### config.mk
export PLATFORM = sky130hd
export DESIGN_NAME = ps2_keyboard_controller_ports
export DESIGN_NICKNAME = d
export VERILOG_FILES = /design/src/rtl/ps2kc_pkg.sv /design/src/rtl/ps2kc_core.sv /design/src/rtl/ps2_keyboard_controller_ports.sv
export SDC_FILE = /design/constraint.sdc
export NUM_CORES = 1
export LEC_CHECK = 0
export ABC_AREA = 1
export BUFFER_PORTS_ARGS = -buffer_cell sky130_fd_sc_hd__buf_2
export CAP_MARGIN = 20
export CORE_MARGIN = 1
export CORE_UTILIZATION = 55
export CTS_CLUSTER_DIAMETER = 120
export DETAILED_ROUTE_END_ITERATION = 6
export PLACE_DENSITY_LB_ADDON = 0.12
export SETUP_SLACK_MARGIN = 0.05
export SYNTH_ARGS = -nofsm -noshare
export SYNTH_HDL_FRONTEND = slang
export SYNTH_HIERARCHICAL = 1
export SYNTH_SLANG_ARGS = --single-unit
### constraint.sdc
create_clock -name clk -period 3.6 [get_ports clk]
set_input_delay 0 -clock clk [delete_from_list [all_inputs] [get_ports clk]]
set_output_delay 0 -clock clk [all_outputs]
set_load 0.02 [all_outputs]
### src/rtl/ps2kc_pkg.sv
// Shared types and codes for the ps/2 keyboard controller port block.
// Used by ps2kc_core and ps2_keyboard_controller_ports; no dependencies.
package ps2kc_pkg;

  // low i/o addresses
  localparam logic [7:0] PORT_DATA = 8'h60;
  localparam logic [7:0] PORT_B    = 8'h61;
  localparam logic [7:0] PORT_CMD  = 8'h64;

  // access kinds
  localparam logic OP_READ  = 1'b0;
  localparam logic OP_WRITE = 1'b1;

  // keyboard commands written to the data port
  localparam logic [7:0] KC_SET_LED  = 8'hed;
  localparam logic [7:0] KC_ECHO     = 8'hee;
  localparam logic [7:0] KC_SCAN_SET = 8'hf0;
  localparam logic [7:0] KC_READ_ID  = 8'hf2;
  localparam logic [7:0] KC_RATE     = 8'hf3;
  localparam logic [7:0] KC_ENABLE   = 8'hf4;
  localparam logic [7:0] KC_DIS_DEF  = 8'hf5;
  localparam logic [7:0] KC_DEFAULT  = 8'hf6;
  localparam logic [7:0] KC_ALL_LO   = 8'hf7;
  localparam logic [7:0] KC_ALL_HI   = 8'hfa;
  localparam logic [7:0] KC_KEY_LO   = 8'hfb;
  localparam logic [7:0] KC_KEY_HI   = 8'hfd;
  localparam logic [7:0] KC_RESEND   = 8'hfe;
  localparam logic [7:0] KC_RESET    = 8'hff;

  // keyboard replies
  localparam logic [7:0] RPL_ACK   = 8'hfa;
  localparam logic [7:0] RPL_ECHO  = 8'hee;
  localparam logic [7:0] RPL_ERROR = 8'hfe;
  localparam logic [7:0] RPL_ID_HI = 8'h83;
  localparam logic [7:0] RPL_ID_LO = 8'hab;
  localparam logic [7:0] RPL_BAT   = 8'haa;

  // controller commands written to the command port
  localparam logic [7:0] CC_READ_CB  = 8'h20;
  localparam logic [7:0] CC_WRITE_CB = 8'h60;
  localparam logic [7:0] CC_WRITE_OP = 8'hd1;
  localparam logic [7:0] CC_PULSE_LO = 8'hf0;

  // output port values that drive the a20 gate
  localparam logic [7:0] A20_ON  = 8'hdf;
  localparam logic [7:0] A20_OFF = 8'hdd;

  // status and reset values
  localparam logic [7:0] STATUS_BASE  = 8'h1c;
  localparam logic [7:0] CMD_BYTE_DEF = 8'h01;
  localparam logic [7:0] SCAN_SET_DEF = 8'h01;
  localparam logic [7:0] RATE_DEF     = 8'h23;
  localparam logic [7:0] BYTE_ZERO    = 8'h00;

  // parameter byte expected on the next data write
  typedef enum logic [6:0] {
    PW_IDLE    = 7'b0000001,
    PW_CMDBYTE = 7'b0000010,
    PW_OUTPORT = 7'b0000100,
    PW_LED     = 7'b0001000,
    PW_SCAN    = 7'b0010000,
    PW_RATE    = 7'b0100000,
    PW_KEYWAIT = 7'b1000000
  } pw_state_t;

  // reply queued for later data reads
  typedef enum logic [3:0] {
    PR_IDLE  = 4'b0001,
    PR_ID_HI = 4'b0010,
    PR_ID_LO = 4'b0100,
    PR_BAT   = 4'b1000
  } pr_state_t;

  typedef struct packed {
    logic [7:0] out_byte;
    logic       out_ready;
    pw_state_t  pw;
    pr_state_t  pr;
    logic [7:0] command_byte;
    logic [7:0] scan_set;
    logic [7:0] typematic_rate;
    logic       kbd_enabled;
  } kc_state_t;

  typedef struct packed {
    logic       op;
    logic [7:0] port;
    logic [7:0] write_data;
  } kc_req_t;

  typedef struct packed {
    logic [7:0] read_data;
    logic [1:0] irq_pulses;
    logic       a20_write;
    logic       a20_level;
    logic       led_write;
    logic [2:0] led_bits;
    logic       irq_ack_seen;
  } kc_res_t;

  localparam kc_state_t STATE_RESET = '{
    out_byte:       BYTE_ZERO,
    out_ready:      1'b0,
    pw:             PW_IDLE,
    pr:             PR_IDLE,
    command_byte:   CMD_BYTE_DEF,
    scan_set:       SCAN_SET_DEF,
    typematic_rate: RATE_DEF,
    kbd_enabled:    1'b1
  };

endpackage

### src/rtl/ps2kc_core.sv
// Decode of one bus access: next controller state and the result of the access.
// Purely combinational; depends on ps2kc_pkg.
module ps2kc_core (
  input  ps2kc_pkg::kc_state_t st,
  input  ps2kc_pkg::kc_req_t   req,
  output ps2kc_pkg::kc_state_t st_next,
  output ps2kc_pkg::kc_res_t   res
);
  import ps2kc_pkg::*;

  logic [1:0] puts;
  logic       run_cmd;
  logic [7:0] v;

  assign v = req.write_data;

  always_comb begin
    st_next = st;
    res     = '0;
    puts    = 2'd0;
    run_cmd = 1'b0;

    if (req.op == OP_READ) begin
      if (req.port == PORT_DATA) begin
        // data read drains the buffer, then a queued reply moves in
        res.read_data     = st.out_byte;
        st_next.out_ready = 1'b0;
        case (st.pr)
          PR_ID_HI: begin
            st_next.out_byte  = RPL_ID_HI;
            st_next.out_ready = 1'b1;
            puts              = 2'd1;
            st_next.pr        = PR_ID_LO;
          end
          PR_ID_LO: begin
            st_next.out_byte  = RPL_ID_LO;
            st_next.out_ready = 1'b1;
            puts              = 2'd1;
            st_next.pr        = PR_IDLE;
          end
          PR_BAT: begin
            st_next.out_byte  = RPL_BAT;
            st_next.out_ready = 1'b1;
            puts              = 2'd1;
            st_next.pr        = PR_IDLE;
          end
          default: st_next.pr = PR_IDLE;
        endcase
      end else if (req.port == PORT_CMD) begin
        res.read_data = STATUS_BASE | {7'd0, st.out_ready};
      end
    end else if (req.port == PORT_DATA) begin
      // data write: parameter byte of a pending command, or a new command
      case (st.pw)
        PW_IDLE: run_cmd = 1'b1;
        PW_CMDBYTE: begin
          st_next.command_byte = v;
          st_next.pw           = PW_IDLE;
        end
        PW_OUTPORT: begin
          if (v == A20_ON) begin
            res.a20_write = 1'b1;
            res.a20_level = 1'b1;
          end else if (v == A20_OFF) begin
            res.a20_write = 1'b1;
          end
          st_next.out_ready = 1'b0;
          st_next.pw        = PW_IDLE;
        end
        PW_LED: begin
          res.led_write     = 1'b1;
          res.led_bits      = v[2:0];
          st_next.out_byte  = RPL_ACK;
          st_next.out_ready = 1'b1;
          puts              = 2'd1;
          st_next.pw        = PW_IDLE;
        end
        PW_SCAN: begin
          st_next.out_ready = 1'b1;
          if (v == BYTE_ZERO) begin
            // ack then the current set, two bytes through the buffer
            st_next.out_byte = st.scan_set;
            puts             = 2'd2;
          end else begin
            st_next.out_byte = RPL_ACK;
            st_next.scan_set = v;
            puts             = 2'd1;
          end
          st_next.pw = PW_IDLE;
        end
        PW_RATE: begin
          st_next.typematic_rate = v;
          st_next.out_byte       = RPL_ACK;
          st_next.out_ready      = 1'b1;
          puts                   = 2'd1;
          st_next.pw             = PW_IDLE;
        end
        default: begin
          // single-key wait restarts as a fresh command
          st_next.pw = PW_IDLE;
          run_cmd    = 1'b1;
        end
      endcase
    end else if (req.port == PORT_B) begin
      if (v[7]) begin
        st_next.out_ready = 1'b0;
        res.irq_ack_seen  = 1'b1;
      end
    end else if (req.port == PORT_CMD) begin
      // controller command
      if (v == CC_READ_CB) begin
        st_next.out_byte  = st.command_byte;
        st_next.out_ready = 1'b1;
        puts              = 2'd1;
      end else if (v == CC_WRITE_CB) begin
        st_next.pw = PW_CMDBYTE;
      end else if (v == CC_WRITE_OP) begin
        st_next.pw = PW_OUTPORT;
      end else if (v >= CC_PULSE_LO) begin
        st_next.pw        = PW_IDLE;
        st_next.out_ready = 1'b0;
      end
    end

    // keyboard command, every case places one byte in the buffer
    if (run_cmd) begin
      puts              = 2'd1;
      st_next.out_ready = 1'b1;
      st_next.out_byte  = RPL_ACK;
      case (v) inside
        KC_SET_LED:  st_next.pw = PW_LED;
        KC_ECHO:     st_next.out_byte = RPL_ECHO;
        KC_SCAN_SET: st_next.pw = PW_SCAN;
        KC_READ_ID:  st_next.pr = PR_ID_HI;
        KC_RATE:     st_next.pw = PW_RATE;
        KC_ENABLE:   st_next.kbd_enabled = 1'b1;
        KC_DIS_DEF, KC_DEFAULT: begin
          st_next.pr             = PR_IDLE;
          st_next.pw             = PW_IDLE;
          st_next.scan_set       = SCAN_SET_DEF;
          st_next.typematic_rate = RATE_DEF;
          st_next.kbd_enabled    = (v == KC_DEFAULT);
        end
        [KC_ALL_LO:KC_ALL_HI]: ;
        [KC_KEY_LO:KC_KEY_HI]: st_next.pw = PW_KEYWAIT;
        KC_RESEND:   st_next.out_byte = st.out_byte;
        KC_RESET:    st_next.pr = PR_BAT;
        default:     st_next.out_byte = RPL_ERROR;
      endcase
    end

    res.irq_pulses = st.command_byte[0] ? puts : 2'd0;
  end

endmodule

### src/rtl/ps2_keyboard_controller_ports.sv
// Top level of the ps/2 keyboard controller port block: stream handshake,
// controller state and result register. Depends on ps2kc_pkg and ps2kc_core.
//
// Each request is one byte access to the data port (0x60), port B (0x61) or the
// command/status port (0x64); each request gives exactly one result. A request is
// decoded and the controller state updated in the cycle it is accepted, and its
// result is held in the output register from the next cycle until taken. A new
// request is accepted every cycle while the output register is empty or being
// drained, so the block sustains one request per clock.
module ps2_keyboard_controller_ports (
  input  logic        clk,
  input  logic        rst,
  input  logic        s_tvalid,
  output logic        s_tready,
  input  logic [15:0] s_tdata,   // port[7:0], write_data[15:8]
  input  logic        s_tuser,   // op: 0 read, 1 write
  output logic        m_tvalid,
  input  logic        m_tready,
  output logic [23:0] m_tdata    // read_data[7:0], irq_pulses[9:8], a20_write[10],
                                 // a20_level[11], led_write[12], led_bits[15:13],
                                 // irq_ack_seen[16], zero[23:17]
);
  import ps2kc_pkg::*;

  kc_state_t st;
  kc_state_t st_next;
  kc_req_t   req;
  kc_res_t   res_next;
  kc_res_t   res;
  logic      accept;

  assign s_tready = !m_tvalid || m_tready;
  assign accept   = s_tvalid && s_tready;

  assign req.op         = s_tuser;
  assign req.port       = s_tdata[7:0];
  assign req.write_data = s_tdata[15:8];

  ps2kc_core u_core (
    .st      (st),
    .req     (req),
    .st_next (st_next),
    .res     (res_next)
  );

  // controller state
  always_ff @(posedge clk) begin
    if (rst) begin
      st <= STATE_RESET;
    end else if (accept) begin
      st <= st_next;
    end
  end

  // result register
  always_ff @(posedge clk) begin
    if (rst) begin
      m_tvalid <= 1'b0;
    end else if (accept) begin
      m_tvalid <= 1'b1;
    end else if (m_tready) begin
      m_tvalid <= 1'b0;
    end
  end

  always_ff @(posedge clk) begin
    if (accept) begin
      res <= res_next;
    end
  end

  assign m_tdata = {7'd0, res.irq_ack_seen, res.led_bits, res.led_write,
                    res.a20_level, res.a20_write, res.irq_pulses, res.read_data};

endmodule

Yosys cells after proc, flatten, opt, wreduce, memory -nomap -nowiden. Cells that the tools add are included.

Register bits after elaboration: 63. Input bits: 21. Output and inout port bits: 26. Word-level logic and storage cells: 198.

$lt $le $gt $ge: 5. Equality and inequality tests: 34. Multiplexer cells: 106. Bitwise gates (word level): 8. Reduce and logical (&&, ||, !) cells: 28.

Operators by type and width (count): two-way mux 8 bit (25); two-way mux 16 bit (11); two-way mux 7 bit (15); == test 8 bit (second input constant) (13); two-way mux 4 bit (14); == test 8 x 7 -> 1 bit (second input constant) (4); one-hot mux 9 bit (3 select lines) (1); two-way mux 1 bit (25); greater-or-equal comparator 8 bit (second input constant) (3); AND reduction 8 bit (3); two-way mux 20 bit (1); two-way mux 9 bit (2); two-way mux 17 bit (1); less-or-equal comparator 8 bit (second input constant) (2); one-hot mux 8 bit (2 select lines) (1); inequality test 11 bit (second input constant) (1); two-way mux 2 bit (5); inequality test 5 x 1 -> 1 bit (second input constant) (2); inequality test 5 x 4 -> 1 bit (second input constant) (2); nonzero test 5 bit (2); nonzero test 3 bit (3); OR reduction 3 bit (3); == test 8 x 6 -> 1 bit (second input constant) (1); zero test 8 bit (1); other kinds (26) (40).

Depth between registers and ports, before layout.
Depth after elaboration: 26. Gate-level depth with buffers: 17. Gate-level depth less buffers: 17.

Hierarchy. Netlist, hierarchy kept.

By module, submodules not included: ps2_keyboard_controller_ports (times used 1, cells each 308, area an instance 2552.4 sq um, seq. area each 1431.4 sq um); ps2kc_core (times used 1, cells each 485, area an instance 2243.4 sq um, seq. area each 0.0 sq um).

Worst setup path after synthesis. OpenSTA, ideal clock, no wires.

Path type: register to register. Start point: reg st[29] (netlist name). End point: reg st[39] (netlist name). Library setup time: 115 ps. Data arrival time: 1603 ps. Required time: 3485 ps. Setup slack: 1882 ps. Cell stages (with the launch flop): 16. Path buffers: 1. Clock period less this slack: 1718 ps. Cells stage by stage: dfxtp_1 > nor2_2 > nand2_2 > nor2_2 > nor2_4 > buf_4 > nand2_1 > nand3_1 > nand2_1 > nand2_1 > nand2_1 > nand2_1 > inv_1 > nand3_1 > nand2_1 > nor2_1.

==> impl_metrics.env <==
export IMPL_layout_core_utilization_pct=60.63
export IMPL_cts_setup_buffers=0
export IMPL_holdBufCountCts=1
export IMPL_crit_type="reg2reg"
export IMPL_met2_length_mm=5.243
export IMPL_origin_of_the_critical_flop_to_flop_path="st[30]"
export IMPL_worst_path_dominant_cell_family="simple AND/OR/NAND/NOR gates"
export IMPL_dpl_hpwl_mm=8.394
export IMPL_global_route_overflow_total=0
export IMPL_tritoncts="built"
export IMPL_initial_drc_count=415
export IMPL_grt_antenna_before_repair=0
export IMPL_clock_skew_final_ns=0.004659
export IMPL_power_static_leakage_uw=0.002364
export IMPL_postRouteAntennaNets=0
export IMPL_synth_to_layout_area_growth_pct=4.814
export IMPL_cts_htree_levels=2
export IMPL_hold_crit_path_type="in2reg"
export IMPL_placement_io_buffers=39
export IMPL_power_report_internal_total_uw=921.7
export IMPL_drcViolationCount=0
export IMPL_ioPinCount=47
export IMPL_share_of_cells_above_drive_strength_1_pct=10.25
export IMPL_timing_critical_path_to_type="register"
export IMPL_critPathMaxStageDelay_ns=0.46
export IMPL_dieArea_sq_um=8106
export IMPL_netSwitchingFraction_pct=32.60
export IMPL_setup_tns_final_ns=0
export IMPL_global_route_usage_total_pct=29.58
export IMPL_layout_filler_cells=765
export IMPL_finalWirelength_mm=11.67
export IMPL_worst_path_most_repeated_cell="sky130_fd_sc_hd__nand2_1"
export IMPL_power_net_switching_uw=445.8
export IMPL_core_region_area_sq_um=7370
export IMPL_first_global_vias=4000
export IMPL_hold_path_startpoint="s_tvalid"
export IMPL_tightest_slew_ns=0.6911
export IMPL_grt_pass1_wl_mm=19.46
export IMPL_cts_root_buf="sky130_fd_sc_hd__clkbuf_8"
export IMPL_numCtsBuffers=5
export IMPL_insertion_delay_ns=0.31
export IMPL_syn_mean_instance_area_sq_um=5.954
export IMPL_finalWeightedCongestion=0.9740
export IMPL_chipWidth_microns=90.04
export IMPL_die_height_microns=90.04
export IMPL_final_period_minus_worst_setup_slack_ns=2.278
export IMPL_timing_critical_path_arrival_ns=2.54
export IMPL_critPathMaxFanout=12
export IMPL_slew_limit_headroom_pct=53.93
export IMPL_synthesis_yosys_warnings=6
export IMPL_timing_hold_worst_path_depth=3
export IMPL_ir_worst_vdd_uv=143.9
export IMPL_firstDrtPassIters=6
export IMPL_multi_input_area_sq_um=2346
export IMPL_timing_max_transition_violations_final=0
export IMPL_grt_setup_unrepaired="no"
export IMPL_cp_buffers_inverters=2
export IMPL_final_hold_viol_count=0
export IMPL_r2r_end="st[41]"
export IMPL_cts_root_to_sink_buffers=2
export IMPL_cell_area_after_synthesis_sq_um=4263
export IMPL_synthesis_instances=716
export IMPL_wl_per_cell_microns=14.04
export IMPL_count_of_cells_along_the_worst_register_to_register_path=14
export IMPL_setup_viol=0
export IMPL_core_rowCount=31
export IMPL_crit_path_cells="inv_1 > nand2_1 > nor2_1 > nand2_1 > nand2_1 > nor2_4 > nand2_2 > nor3_4 > o211ai_1 > nand2_1 > inv_1 > nand3_1 > nand2_1 > nor2_1"
export IMPL_drv_cap=0
export IMPL_fmaxAchievable_mhz=438.9
export IMPL_setup_worst_path_start_class="register"
export IMPL_vias=4556
export IMPL_share_of_the_clock_period_used_by_the_worst_path_after_layout_pct=63.28
export IMPL_grt_start_max_net_pins=71
export IMPL_power_per_cell_area_nw_per_um2=306.1
export IMPL_r2r_setup_slack_ns=1.32
export IMPL_share_clk_of_total_power_pct=27.0
export IMPL_dr_wl_met3_microns=945
export IMPL_via_per_inst=5.483
export IMPL_final_nets=752
export IMPL_met1_routed_wirelength_after_detailed_routing_mm=5.292
export IMPL_clock_sinks=54
export IMPL_critical_path_slowest_cell="sky130_fd_sc_hd__dfxtp_1"
export IMPL_relative_contribution_of_combinational_cells_to_total_power_pct=21.6
export IMPL_post_cts_sizing=0
export IMPL_run_status="complete, no violations"
export IMPL_timing_critical_path_required_ns=3.86
export IMPL_post_cts_clock_slew_at_the_launch_and_capture_registers_of_the_worst_setup_and_hold_paths_ns=0.10
export IMPL_highest_signal_layer="met4"
export IMPL_antennaDiodeCount=0
export IMPL_seq_power_share_pct=51.5
export IMPL_whs_endpoint="m_tvalid"
export IMPL_effective_utilization_at_floorplan_pct=57.84
export IMPL_sequential_cell_area_sq_um=1251
## state kept, by name, indices dropped and copies added, names as in the netlist
name and flops:
m_tdata 17, st 36, m_tvalid 1
## cells in the final DEF (no fill, tap or decap), types with 2 or more instances in the layout
cell	n
sky130_fd_sc_hd__o211ai_1	3
sky130_fd_sc_hd__nor3_4	2
sky130_fd_sc_hd__buf_2	39
sky130_fd_sc_hd__inv_2	5
sky130_fd_sc_hd__mux2i_1	5
sky130_fd_sc_hd__nor2_1	108
sky130_fd_sc_hd__a22oi_1	4
sky130_fd_sc_hd__nand3_1	93
sky130_fd_sc_hd__buf_4	2
sky130_fd_sc_hd__nand2_2	5
sky130_fd_sc_hd__dfxtp_1	37
sky130_fd_sc_hd__edfxtp_1	17
sky130_fd_sc_hd__a21oi_1	46
sky130_fd_sc_hd__nand4_1	7
sky130_fd_sc_hd__nand2_1	183
sky130_fd_sc_hd__o21ai_0	15
sky130_fd_sc_hd__nor2_2	9
sky130_fd_sc_hd__nor3_1	13
sky130_fd_sc_hd__clkbuf_8	6
sky130_fd_sc_hd__inv_1	110
sky130_fd_sc_hd__conb_1	7
## worst register-to-register path, cell delays in order (launching register included)
cell and delay [ns]:
sky130_fd_sc_hd__dfxtp_1 0.46, sky130_fd_sc_hd__inv_1 0.06, sky130_fd_sc_hd__nand2_1 0.07, sky130_fd_sc_hd__nor2_1 0.04, sky130_fd_sc_hd__nand2_1 0.11, sky130_fd_sc_hd__nand2_1 0.11
sky130_fd_sc_hd__nor2_4 0.31, sky130_fd_sc_hd__nand2_2 0.16, sky130_fd_sc_hd__nor3_4 0.40, sky130_fd_sc_hd__o211ai_1 0.16, sky130_fd_sc_hd__nand2_1 0.10, sky130_fd_sc_hd__inv_1 0.04
sky130_fd_sc_hd__nand3_1 0.07, sky130_fd_sc_hd__nand2_1 0.05, sky130_fd_sc_hd__nor2_1 0.09
## layer usage
metal	vias to the layer above	GRT usage [%]
met5	-	0
li1	2272	-
met1	2048	41.61
met2	221	46.76
met3	15	3.807
met4	0	9.812
## worst max path at each step
stage	start	to	slack, ns	cells past startpoint
3_5_place_dp	st[30]	st[41]	1.39	14
4_1_cts	st[30]	st[41]	1.38	14
6_report	st[30]	st[41]	1.32	14
2_1_floorplan	st[29]	st[39]	1.89	15
5_1_grt	st[30]	st[34]	1.08	14
3_3_place_gp	st[30]	st[41]	1.42	14
## metrics by stage
step	hold WS, ns	total power, uW	area, sq um	std cells	worst slack (ns)
final	0.1170	1368	4468	831	1.322
after global placement	0.1876	1002	4363	822	1.423
after floorplan	0.06907	943.8	4285	722	1.885
after global routing	0.1140	1451	4468	831	1.083
after detailed placement	0.1883	1007	4363	822	1.394
after CTS	0.1160	1373	4468	831	1.382
## power groups by stage
stage	clock network (uW)	logic, uW	registers, uW
floorplan	0	226	717
global placement	0	285	716
detailed placement	0	290	717
CTS	378	292	703
global route	404	337	710
finish	369	295	704
## cell type report
type / count / share of cell area (%)
Timing Repair Buffer: 42 / 4.929
Tap cell: 99 / 2.772
Clock buffer: 6 / 1.848
Multi-Input combinational cell: 513 / 52.51
Inverter: 115 / 9.661
Clock inverter: 2 / 0.2800
Sequential cell: 54 / 28.00
Note: power is estimated with default switching activity, not from simulation.
